### config.mk
export PLATFORM = sky130hd
export DESIGN_NAME = named_timer_table_scheduler_top
export DESIGN_NICKNAME = d
export VERILOG_FILES = /design/src/sv/ntts_pkg.sv /design/src/sv/ntts_ram.sv /design/src/sv/ntts_dp.sv /design/src/sv/ntts_ctrl.sv /design/src/sv/named_timer_table_scheduler_top.sv
export SDC_FILE = /design/constraint.sdc
export NUM_CORES = 2
export LEC_CHECK = 0
export BUFFER_PORTS_ARGS = -buffer_cell sky130_fd_sc_hd__buf_2
export CORE_MARGIN = 5
export CORE_UTILIZATION = 55
export DETAILED_ROUTE_END_ITERATION = 8
export PLACE_DENSITY_LB_ADDON = 0.12
export SLEW_MARGIN = 20
export SYNTH_ARGS = -nofsm -noshare
export SYNTH_HDL_FRONTEND = slang
export SYNTH_SLANG_ARGS = --single-unit
### constraint.sdc
create_clock -name clk -period 41.1 [get_ports clk]
set_input_delay 6.165 -clock clk [delete_from_list [all_inputs] [get_ports clk]]
set_output_delay 6.165 -clock clk [all_outputs]
set_load 0.005 [all_outputs]
### src/sv/ntts_pkg.sv
package ntts_pkg;

	// operation codes on func
	localparam logic [2:0] FUNC_ADD_INTERVAL = 3'd0;
	localparam logic [2:0] FUNC_ADD_TIMEOUT  = 3'd1;
	localparam logic [2:0] FUNC_ADD_DEFER    = 3'd2;
	localparam logic [2:0] FUNC_CANCEL_INT   = 3'd3;
	localparam logic [2:0] FUNC_CANCEL_TMO   = 3'd4;
	localparam logic [2:0] FUNC_CANCEL_DEF   = 3'd5;
	localparam logic [2:0] FUNC_POLL         = 3'd6;
	localparam logic [2:0] FUNC_UNUSED       = 3'd7;

	// entry types
	localparam logic [1:0] TYPE_INTERVAL = 2'd0;
	localparam logic [1:0] TYPE_TIMEOUT  = 2'd1;
	localparam logic [1:0] TYPE_DEFER    = 2'd2;

	// result kinds
	localparam logic [1:0] KIND_STATUS = 2'd0;
	localparam logic [1:0] KIND_FIRE   = 2'd1;
	localparam logic [1:0] KIND_DONE   = 2'd2;

	// status codes
	localparam logic [1:0] ST_OK        = 2'd0;
	localparam logic [1:0] ST_NOT_FOUND = 2'd1;
	localparam logic [1:0] ST_FULL      = 2'd2;
	localparam logic [1:0] ST_ZERO_INT  = 2'd3;

	// table write kinds
	localparam logic [1:0] WR_MARK = 2'd0;
	localparam logic [1:0] WR_NEW  = 2'd1;
	localparam logic [1:0] WR_LAST = 2'd2;
	localparam logic [1:0] WR_COPY = 2'd3;

	// write address select
	localparam logic [1:0] WA_I     = 2'd0;
	localparam logic [1:0] WA_COUNT = 2'd1;
	localparam logic [1:0] WA_W     = 2'd2;

	// divider dividend select
	localparam logic DIV_RANDOM = 1'b0;
	localparam logic DIV_ELAPSED = 1'b1;

	typedef struct packed {
		logic [7:0]  key;
		logic [1:0]  etype;
		logic [31:0] period;
		logic [31:0] last_run;
		logic        removed;
	} entry_t;

	localparam int ENTRY_W = $bits(entry_t);

	typedef struct packed {
		logic       load_in;
		logic       i_clr;
		logic       i_inc;
		logic       w_clr;
		logic       w_inc;
		logic       cnt_inc;
		logic       cnt_from_w;
		logic       ent_load;
		logic       wr_en;
		logic [1:0] wr_kind;
		logic [1:0] wr_addr_sel;
		logic       div_start;
		logic       div_sel;
		logic       emit;
		logic [1:0] emit_kind;
		logic [1:0] emit_status;
		logic       emit_last;
	} ntts_cmd_t;

	typedef struct packed {
		logic [2:0] func;
		logic [1:0] op_type;
		logic       key_zero;
		logic       period_zero;
		logic       full;
		logic       i_end;
		logic       match;
		logic       due;
		logic [1:0] ent_type;
		logic       ent_removed;
		logic       ent_period_zero;
		logic       w_eq_i;
		logic       div_busy;
		logic       out_free;
	} ntts_sts_t;

endpackage

### src/sv/ntts_ram.sv
module ntts_ram #(
	parameter int WIDTH = 8,
	parameter int DEPTH = 16
) (
	input  logic                     clk,
	input  logic                     we,
	input  logic [$clog2(DEPTH)-1:0] waddr,
	input  logic [WIDTH-1:0]         wdata,
	input  logic [$clog2(DEPTH)-1:0] raddr,
	output logic [WIDTH-1:0]         rdata
);

	logic [WIDTH-1:0] mem_q [DEPTH];

	always_ff @(posedge clk) begin
		if (we) begin
			mem_q[waddr] <= wdata;
		end
		rdata <= mem_q[raddr];
	end

endmodule

### src/sv/ntts_dp.sv
module ntts_dp #(
	parameter int SLOTS = 16
) (
	input  logic              clk,
	input  logic              arst_n,
	input  logic [2:0]        func,
	input  logic [7:0]        name_key,
	input  logic [31:0]       period,
	input  logic [31:0]       now,
	input  logic [31:0]       random_word,
	input  ntts_pkg::ntts_cmd_t cmd,
	output ntts_pkg::ntts_sts_t sts,
	output logic              out_valid,
	input  logic              out_ready,
	output logic [1:0]        kind,
	output logic [7:0]        fired_key,
	output logic [1:0]        fired_type,
	output logic [1:0]        status,
	output logic              last
);
	import ntts_pkg::*;

	localparam int AW = $clog2(SLOTS);
	localparam int CW = $clog2(SLOTS + 1);

	// latched item
	logic [2:0]  func_q;
	logic [7:0]  key_q;
	logic [31:0] period_q, now_q, rnd_q;

	// table walk counters
	logic [CW-1:0] i_q, w_q, count_q;

	entry_t ent_q, rd_ent, wr_ent;
	logic [ENTRY_W-1:0] rdata;
	logic [AW-1:0] waddr;
	logic [1:0] op_type;
	logic [31:0] elapsed;

	// divider
	logic        div_busy_q;
	logic [5:0]  div_cnt_q;
	logic [31:0] div_rem_q, div_num_q, div_den_q;
	logic [32:0] div_trial;

	logic out_free;

	always_ff @(posedge clk) begin
		if (cmd.load_in) begin
			func_q   <= func;
			key_q    <= name_key;
			period_q <= period;
			now_q    <= now;
			rnd_q    <= random_word;
		end
		if (cmd.ent_load) begin
			ent_q <= rd_ent;
		end
	end

	always_ff @(posedge clk or negedge arst_n) begin
		if (!arst_n) begin
			i_q     <= '0;
			w_q     <= '0;
			count_q <= '0;
		end else begin
			if (cmd.i_clr) begin
				i_q <= '0;
			end else if (cmd.i_inc) begin
				i_q <= i_q + CW'(1);
			end
			if (cmd.w_clr) begin
				w_q <= '0;
			end else if (cmd.w_inc) begin
				w_q <= w_q + CW'(1);
			end
			if (cmd.cnt_from_w) begin
				count_q <= w_q;
			end else if (cmd.cnt_inc) begin
				count_q <= count_q + CW'(1);
			end
		end
	end

	assign op_type = (func_q <= FUNC_ADD_DEFER) ? func_q[1:0] : 2'(func_q - FUNC_CANCEL_INT);
	assign elapsed = now_q - ent_q.last_run;
	assign rd_ent  = entry_t'(rdata);

	// remainder only: restoring division, one quotient bit per cycle
	assign div_trial = {div_rem_q, div_num_q[31]} - {1'b0, div_den_q};

	always_ff @(posedge clk or negedge arst_n) begin
		if (!arst_n) begin
			div_busy_q <= 1'b0;
			div_cnt_q  <= '0;
		end else if (cmd.div_start) begin
			div_busy_q <= 1'b1;
			div_cnt_q  <= 6'd32;
		end else if (div_busy_q) begin
			div_cnt_q <= div_cnt_q - 6'd1;
			if (div_cnt_q == 6'd1) begin
				div_busy_q <= 1'b0;
			end
		end
	end

	always_ff @(posedge clk) begin
		if (cmd.div_start) begin
			div_rem_q <= '0;
			if (cmd.div_sel == DIV_ELAPSED) begin
				div_num_q <= elapsed;
				div_den_q <= ent_q.period;
			end else begin
				div_num_q <= rnd_q;
				div_den_q <= period_q;
			end
		end else if (div_busy_q) begin
			div_num_q <= {div_num_q[30:0], 1'b0};
			if (!div_trial[32]) begin
				div_rem_q <= div_trial[31:0];
			end else begin
				div_rem_q <= {div_rem_q[30:0], div_num_q[31]};
			end
		end
	end

	// table write data
	always_comb begin
		wr_ent = ent_q;
		case (cmd.wr_kind)
			WR_MARK: wr_ent.removed = 1'b1;
			WR_NEW: begin
				wr_ent.key     = key_q;
				wr_ent.etype   = op_type;
				wr_ent.removed = 1'b0;
				case (op_type)
					TYPE_INTERVAL: begin
						wr_ent.period   = period_q;
						wr_ent.last_run = now_q - period_q - {1'b0, div_rem_q[31:1]};
					end
					TYPE_TIMEOUT: begin
						wr_ent.period   = period_q;
						wr_ent.last_run = now_q;
					end
					default: begin
						wr_ent.period   = '0;
						wr_ent.last_run = '0;
					end
				endcase
			end
			WR_LAST: wr_ent.last_run = now_q - div_rem_q;
			default: wr_ent.removed = 1'b0;
		endcase
	end

	always_comb begin
		case (cmd.wr_addr_sel)
			WA_COUNT: waddr = count_q[AW-1:0];
			WA_W:     waddr = w_q[AW-1:0];
			default:  waddr = i_q[AW-1:0];
		endcase
	end

	ntts_ram #(
		.WIDTH(ENTRY_W),
		.DEPTH(SLOTS)
	) u_table (
		.clk  (clk),
		.we   (cmd.wr_en),
		.waddr(waddr),
		.wdata(wr_ent),
		.raddr(i_q[AW-1:0]),
		.rdata(rdata)
	);

	// result register
	assign out_free = !out_valid || out_ready;

	always_ff @(posedge clk or negedge arst_n) begin
		if (!arst_n) begin
			out_valid <= 1'b0;
		end else if (cmd.emit) begin
			out_valid <= 1'b1;
		end else if (out_ready) begin
			out_valid <= 1'b0;
		end
	end

	always_ff @(posedge clk) begin
		if (cmd.emit) begin
			kind   <= cmd.emit_kind;
			status <= cmd.emit_status;
			last   <= cmd.emit_last;
			case (cmd.emit_kind)
				KIND_FIRE: begin
					fired_key  <= ent_q.key;
					fired_type <= ent_q.etype;
				end
				KIND_DONE: begin
					fired_key  <= '0;
					fired_type <= '0;
				end
				default: begin
					fired_key  <= key_q;
					fired_type <= op_type;
				end
			endcase
		end
	end

	// status to the controller
	always_comb begin
		sts.func            = func_q;
		sts.op_type         = op_type;
		sts.key_zero        = (key_q == 8'd0);
		sts.period_zero     = (period_q == 32'd0);
		sts.full            = (count_q == CW'(SLOTS));
		sts.i_end           = (i_q == count_q);
		sts.match           = !ent_q.removed && (ent_q.key == key_q) && (ent_q.etype == op_type);
		sts.due             = !ent_q.removed &&
			((ent_q.etype == TYPE_DEFER) || (elapsed > ent_q.period));
		sts.ent_type        = ent_q.etype;
		sts.ent_removed     = ent_q.removed;
		sts.ent_period_zero = (ent_q.period == 32'd0);
		sts.w_eq_i          = (w_q == i_q);
		sts.div_busy        = div_busy_q;
		sts.out_free        = out_free;
	end

endmodule

### src/sv/ntts_ctrl.sv
module ntts_ctrl (
	input  logic                clk,
	input  logic                arst_n,
	input  logic                in_valid,
	output logic                in_ready,
	input  ntts_pkg::ntts_sts_t sts,
	output ntts_pkg::ntts_cmd_t cmd
);
	import ntts_pkg::*;

	localparam logic [4:0] S_IDLE     = 5'd0;
	localparam logic [4:0] S_DECODE   = 5'd1;
	localparam logic [4:0] S_SCAN_RD  = 5'd2;
	localparam logic [4:0] S_SCAN_LD  = 5'd3;
	localparam logic [4:0] S_SCAN_EV  = 5'd4;
	localparam logic [4:0] S_ADD_GO   = 5'd5;
	localparam logic [4:0] S_ADD_DIV  = 5'd6;
	localparam logic [4:0] S_ADD_WR   = 5'd7;
	localparam logic [4:0] S_EMIT     = 5'd8;
	localparam logic [4:0] S_POLL_RD  = 5'd9;
	localparam logic [4:0] S_POLL_LD  = 5'd10;
	localparam logic [4:0] S_POLL_EV  = 5'd11;
	localparam logic [4:0] S_POLL_DIV = 5'd12;
	localparam logic [4:0] S_COMP_RD  = 5'd13;
	localparam logic [4:0] S_COMP_LD  = 5'd14;
	localparam logic [4:0] S_COMP_EV  = 5'd15;
	localparam logic [4:0] S_POLL_END = 5'd16;

	logic [4:0] state_q, state_d;
	logic [1:0] stat_q, stat_d;
	logic is_add;

	assign is_add   = (sts.func <= FUNC_ADD_DEFER);
	assign in_ready = (state_q == S_IDLE);

	always_ff @(posedge clk or negedge arst_n) begin
		if (!arst_n) begin
			state_q <= S_IDLE;
			stat_q  <= ST_OK;
		end else begin
			state_q <= state_d;
			stat_q  <= stat_d;
		end
	end

	always_comb begin
		state_d = state_q;
		stat_d  = stat_q;
		cmd     = '0;
		case (state_q)
			S_IDLE: begin
				if (in_valid) begin
					cmd.load_in = 1'b1;
					cmd.i_clr   = 1'b1;
					cmd.w_clr   = 1'b1;
					state_d     = S_DECODE;
				end
			end
			// sort out errors and pick the walk
			S_DECODE: begin
				if (is_add) begin
					if (sts.op_type == TYPE_INTERVAL && sts.period_zero) begin
						stat_d  = ST_ZERO_INT;
						state_d = S_EMIT;
					end else if (sts.full) begin
						stat_d  = ST_FULL;
						state_d = S_EMIT;
					end else if (sts.key_zero) begin
						state_d = S_ADD_GO;
					end else begin
						state_d = S_SCAN_RD;
					end
				end else if (sts.func == FUNC_POLL) begin
					state_d = S_POLL_RD;
				end else if (sts.func == FUNC_CANCEL_INT || sts.func == FUNC_CANCEL_TMO ||
						sts.func == FUNC_CANCEL_DEF) begin
					if (sts.key_zero) begin
						stat_d  = ST_NOT_FOUND;
						state_d = S_EMIT;
					end else begin
						state_d = S_SCAN_RD;
					end
				end else begin
					state_d = S_IDLE;
				end
			end
			// look for the first live entry of this key and type
			S_SCAN_RD: begin
				if (sts.i_end) begin
					stat_d  = ST_NOT_FOUND;
					state_d = is_add ? S_ADD_GO : S_EMIT;
				end else begin
					state_d = S_SCAN_LD;
				end
			end
			S_SCAN_LD: begin
				cmd.ent_load = 1'b1;
				state_d      = S_SCAN_EV;
			end
			S_SCAN_EV: begin
				if (sts.match) begin
					cmd.wr_en       = 1'b1;
					cmd.wr_kind     = WR_MARK;
					cmd.wr_addr_sel = WA_I;
					stat_d          = ST_OK;
					state_d         = is_add ? S_ADD_GO : S_EMIT;
				end else begin
					cmd.i_inc = 1'b1;
					state_d   = S_SCAN_RD;
				end
			end
			S_ADD_GO: begin
				if (sts.op_type == TYPE_INTERVAL) begin
					cmd.div_start = 1'b1;
					cmd.div_sel   = DIV_RANDOM;
					state_d       = S_ADD_DIV;
				end else begin
					state_d = S_ADD_WR;
				end
			end
			S_ADD_DIV: begin
				if (!sts.div_busy) begin
					state_d = S_ADD_WR;
				end
			end
			S_ADD_WR: begin
				cmd.wr_en       = 1'b1;
				cmd.wr_kind     = WR_NEW;
				cmd.wr_addr_sel = WA_COUNT;
				cmd.cnt_inc     = 1'b1;
				stat_d          = ST_OK;
				state_d         = S_EMIT;
			end
			S_EMIT: begin
				if (sts.out_free) begin
					cmd.emit        = 1'b1;
					cmd.emit_kind   = KIND_STATUS;
					cmd.emit_status = stat_q;
					cmd.emit_last   = 1'b1;
					state_d         = S_IDLE;
				end
			end
			// poll: fire pass
			S_POLL_RD: begin
				if (sts.i_end) begin
					cmd.i_clr = 1'b1;
					state_d   = S_COMP_RD;
				end else begin
					state_d = S_POLL_LD;
				end
			end
			S_POLL_LD: begin
				cmd.ent_load = 1'b1;
				state_d      = S_POLL_EV;
			end
			S_POLL_EV: begin
				if (!sts.due) begin
					cmd.i_inc = 1'b1;
					state_d   = S_POLL_RD;
				end else if (sts.out_free) begin
					cmd.emit      = 1'b1;
					cmd.emit_kind = KIND_FIRE;
					if (sts.ent_type != TYPE_INTERVAL) begin
						cmd.wr_en       = 1'b1;
						cmd.wr_kind     = WR_MARK;
						cmd.wr_addr_sel = WA_I;
						cmd.i_inc       = 1'b1;
						state_d         = S_POLL_RD;
					end else if (sts.ent_period_zero) begin
						cmd.i_inc = 1'b1;
						state_d   = S_POLL_RD;
					end else begin
						cmd.div_start = 1'b1;
						cmd.div_sel   = DIV_ELAPSED;
						state_d       = S_POLL_DIV;
					end
				end
			end
			// catch up: new last run is now minus the leftover of the elapsed time
			S_POLL_DIV: begin
				if (!sts.div_busy) begin
					cmd.wr_en       = 1'b1;
					cmd.wr_kind     = WR_LAST;
					cmd.wr_addr_sel = WA_I;
					cmd.i_inc       = 1'b1;
					state_d         = S_POLL_RD;
				end
			end
			// poll: compaction pass
			S_COMP_RD: begin
				if (sts.i_end) begin
					cmd.cnt_from_w = 1'b1;
					state_d        = S_POLL_END;
				end else begin
					state_d = S_COMP_LD;
				end
			end
			S_COMP_LD: begin
				cmd.ent_load = 1'b1;
				state_d      = S_COMP_EV;
			end
			S_COMP_EV: begin
				cmd.i_inc = 1'b1;
				if (!sts.ent_removed) begin
					cmd.w_inc = 1'b1;
					if (!sts.w_eq_i) begin
						cmd.wr_en       = 1'b1;
						cmd.wr_kind     = WR_COPY;
						cmd.wr_addr_sel = WA_W;
					end
				end
				state_d = S_COMP_RD;
			end
			S_POLL_END: begin
				if (sts.out_free) begin
					cmd.emit      = 1'b1;
					cmd.emit_kind = KIND_DONE;
					cmd.emit_last = 1'b1;
					state_d       = S_IDLE;
				end
			end
			default: state_d = S_IDLE;
		endcase
	end

endmodule

### src/sv/named_timer_table_scheduler_top.sv
// Named timer table scheduler.
// Input channel (in_valid/in_ready) carries one operation item: add an
// interval, timeout or defer entry, cancel one, or poll with the current time.
// Output channel (out_valid/out_ready) carries result items; the final result
// of each operation has last set. Add and cancel give one status result, a
// poll gives one fire result per due entry and then a poll-finished result.
// One item is processed at a time; in_ready is high only while idle.
// An add or cancel with a nonzero key walks the table entry by entry (read,
// load, evaluate); an interval add then divides the random word by the period
// for its start offset. A poll walks the table to fire due entries, running
// the remainder unit per fired interval with a nonzero period, then compacts.
// Table state sits in a single-port-write RAM read one entry a cycle.
// Results go through one output register: while it is held by a stalled
// receiver the walk pauses at the next result, and a new item can still be
// taken once the previous one has issued its last result.
// Reset empties the table (entry count zero) and clears the output valid flag.
module named_timer_table_scheduler_top #(
	parameter int SLOTS = 16
) (
	input  logic        clk,
	input  logic        arst_n,
	input  logic        in_valid,
	output logic        in_ready,
	input  logic [2:0]  func,
	input  logic [7:0]  name_key,
	input  logic [31:0] period,
	input  logic [31:0] now,
	input  logic [31:0] random_word,
	output logic        out_valid,
	input  logic        out_ready,
	output logic [1:0]  kind,
	output logic [7:0]  fired_key,
	output logic [1:0]  fired_type,
	output logic [1:0]  status,
	output logic        last
);
	import ntts_pkg::*;

	ntts_cmd_t cmd;
	ntts_sts_t sts;

	ntts_ctrl u_ctrl (
		.clk     (clk),
		.arst_n  (arst_n),
		.in_valid(in_valid),
		.in_ready(in_ready),
		.sts     (sts),
		.cmd     (cmd)
	);

	ntts_dp #(
		.SLOTS(SLOTS)
	) u_dp (
		.clk        (clk),
		.arst_n     (arst_n),
		.func       (func),
		.name_key   (name_key),
		.period     (period),
		.now        (now),
		.random_word(random_word),
		.cmd        (cmd),
		.sts        (sts),
		.out_valid  (out_valid),
		.out_ready  (out_ready),
		.kind       (kind),
		.fired_key  (fired_key),
		.fired_type (fired_type),
		.status     (status),
		.last       (last)
	);

endmodule

==> run_results.csv <==
group,metric,value,unit
synth,synth.top_cell.area_share,63.9,%
place,dp_hpwl,121000,µm
layout,areaGrowthSynthToFinish,12.3,%
synth,synth_top_cell_by_area,"edfxtp_1",
place,dp_slack,31560,ps
setup_path,cp-end-kind,"flop",
synth,yosysWarningCount,0,
setup_path,cp_slowest_cell,"nor2_4",
setup_path,slowest_delay,980,ps
synth,syn-num-nets,4428,
detailed_routing,drc,0,
sta,finalSetupViolCount,0,
sta,hold_violations,0,
synth,synth_area,68700,µm²
power,p_per_area,69.6,nW/µm²
sta,fin_crit,8670,ps
die,initial_utilization,55.4,%
place,placed_area,71700,µm²
power,ir_drop,41.1,µV
global_route,grt_remaining_overflow,0,
setup_path,crit_chain,"buf_2, nor2b_1, o31ai_1, nand2_1, nor2_4, buf_4",
global_route,antenna_found_initial,8,
power,p_leak,26.2,nW
sta,tightestPinTransition,1130,ps
global_route,grt_start_max_net_pins,142,
clock_tree,cts_buffer_depth,3,
die,die_area,132000,µm²
synth,synthCells,4108,
layout,drive_gt1_share,21.1,%
clock_tree,clk_pin_slew,60,ps
detailed_routing,drtIter0Drc,4852,
setup_path,cp.required,41500,ps
detailed_routing,antenna_left,0,
die,die_x,363,µm
detailed_routing,vias_per_cell,6.36,
clock_tree,cts.sinks,1598,
clock_tree,cts_resized,0,
detailed_routing,wl_per_cell,29.5,µm
synth,ys_seq_elements,1598,
clock_tree,cts_setup_buffers,0,
sta,fin_tns_setup,0,ps
synth,synth_cell_type_count,93,
synth,synth-async-reset-ratio,1.88,%
sta,skew,71.5,ps
sta,rsz0062_at_grt,"false",
die,die_h,363,µm
clock_tree,htree_levels,4,
synth,synth_top_cells_by_area,"edfxtp_1, mux4_2, ha_1",
clock_tree,worstSkewPairLatency,790,ps
die,core,124000,µm²
global_route,grt_pass1_vias,37600,
sta,layout_setup_ws,32430,ps
layout,stdcell_area,77200,µm²
synth,synth_edf_count,1461,
detailed_routing,postRouteWirelength,180000,µm
global_route,grt_pass1_wl,262000,µm
setup_path,path_max_fanout,46,
setup_path,worstSetupStartpointType,"primary input",
run,maxCapViolCount,0,
clock_tree,hold_buffers,0,
die,ios,128,
sta,fin_crit_sh,21.1,%
sta,maxSlewViolCount,0,
clock_tree,numCtsBuffers,160,
status,outcome,"finished clean",
sta,timing.fmax,0.115,GHz
setup_path,cp_data_arrival_time,9060,ps
synth,avgSynthCellArea,16.7,µm²
setup_path,critical_path_class,"primary input to flop",
sta,max_slew_margin,24.4,%
clock_tree,root_buffer,"clkbuf_16",
detailed_routing,via_count,38800,
synth,yosysSeqAreaShare,68.1,%
global_route,grt_usage,27.4,%
place,place.gp.congestion,0.966,
synth,ys.flop_type,"edfxtp_1",
power,p_total,5.37,mW
worst_hold_path,hold_class,"flop to flop",
clock_tree,tritoncts,"done",
layout,layout_commonest_cell,"edfxtp_1",
die,rows,129,
detailed_routing,drtPass1Iterations,6,
layout,fin_nets,4637,
place,port_buffers,127,
layout,layout_common_cells,"edfxtp_1, mux4_2, nand2_1, inv_1, ha_1",
## cell families (layout without fill, tap and decap cells)
logic type | after synthesis | count (layout) | synth area share (%)
mux | 408 | 408 | 12.8
buf+inv | 378 | 725 | 2.09
fa+ha+maj | 209 | 209 | 4.18
flops | 1598 | 1598 | 68.1
compound gates | 678 | 678 | 6.31
xor+xnor | 145 | 145 | 1.87
simple gates | 692 | 692 | 4.65
other cells | 0 | 5 | 0
## final timing paths
path	startpoint	to	slack (ps)	depth (start not counted)
worst max-delay path	out_ready	u_dp.u_table.mem_q[5][17]	32430	6
worst min-delay path	u_dp.u_table.rdata[66]	u_dp.sts[6]	400	0
worst max register to register	u_dp.now_q[0]	u_dp.u_table.mem_q[5][17]	32770	25
worst min register to register	u_dp.u_table.rdata[66]	u_dp.sts[6]	400	0
max in group asynchronous	arst_n	u_dp.i_q[0]	35100	1
min in group asynchronous	arst_n	u_dp.div_cnt_q[3]	5470	1
## stage by stage
stage	cells	hold WS, ps	util [%]
2_1_floorplan	4108	386	-
3_3_place_gp	5788	386	57.8
3_5_place_dp	5789	389	57.8
4_1_cts	6089	400	62.2
5_1_grt	6092	404	62.2
6_report	6097	400	62.2
## state kept, by name, summed over array words and instances, names as in the netlist, 3 cells and up
signal,flops
u_dp.div_den_q,32
u_dp.period_q,32
u_dp.div_num_q,32
u_dp.u_table.mem_q,1200
u_dp.now_q,32
u_dp.i_q,5
u_dp.fired_key,8
u_dp.w_q,5
u_dp.count_q,5
u_dp.u_table.rdata,75
u_dp.rnd_q,32
u_dp.div_cnt_q,6
u_dp.key_q,8
u_dp.func_q,3
u_ctrl.state_q,5
u_dp.sts,3
u_dp.div_rem_q,32
u_dp.ent_q,72
## layout make-up
class / count / area (µm²)
antenna: 5 / 12.5
fill: 8895 / 46800
tap: 1637 / 2050
inverter: 203 / 762
timing repair buffer: 222 / 1370
clock inverter: 74 / 881
multi-input combinational: 2132 / 20800
clock buffer: 226 / 4480
sequential: 1598 / 46800
## worst max-delay path: cells and delay by family
| family | cells | cell delay (ps) |
|---|---|---|
| AO/OA/AOI/OAI | 1 | 370 |
| AND/OR/NAND/NOR | 3 | 1540 |
| buffers and inverters | 2 | 840 |
## cells in the mapped netlist, types with 10 or more instances
cell	count
a211oi_1	25
a21o_1	54
a21oi_1	174
a221oi_1	20
a22oi_1	29
a31oi_1	18
and2_1	12
and3_1	17
buf_1	30
buf_2	10
clkbuf_1	134
dfrtp_1	30
dfxtp_1	107
edfxtp_1	1461
fa_1	34
ha_1	175
inv_1	201
mux2_2	15
mux2i_1	17
mux4_2	375
nand2_1	270
nand2b_1	26
nand3_1	39
nand4_1	29
nor2_1	165
nor2b_1	24
nor3_1	39
nor4_1	27
o211ai_1	15
o21a_1	17
o21ai_0	133
o21ai_1	53
o21bai_1	10
o22ai_1	34
or3_1	16
xnor2_1	82
xor2_1	61
## power by group
part | total, mW | leakage, nW | switching, mW | internal (mW)
combinational | 1.78 | 9.11 | 1.09 | 0.693
clock | 1.46 | 2.61 | 0.622 | 0.840
sequential | 2.13 | 14.5 | 0.115 | 2.01
## per-layer routing
metal / GRT usage, % / up-vias / routed length [µm]
met3: 7.29 / 265 / 19000
met2: 38.0 / 1857 / 75900
met5: 0 / - / 0
met4: 9.96 / 0 / 6980
li1: - / 16700 / -
met1: 42.2 / 20000 / 78000
(Power assumes the default switching activity.)
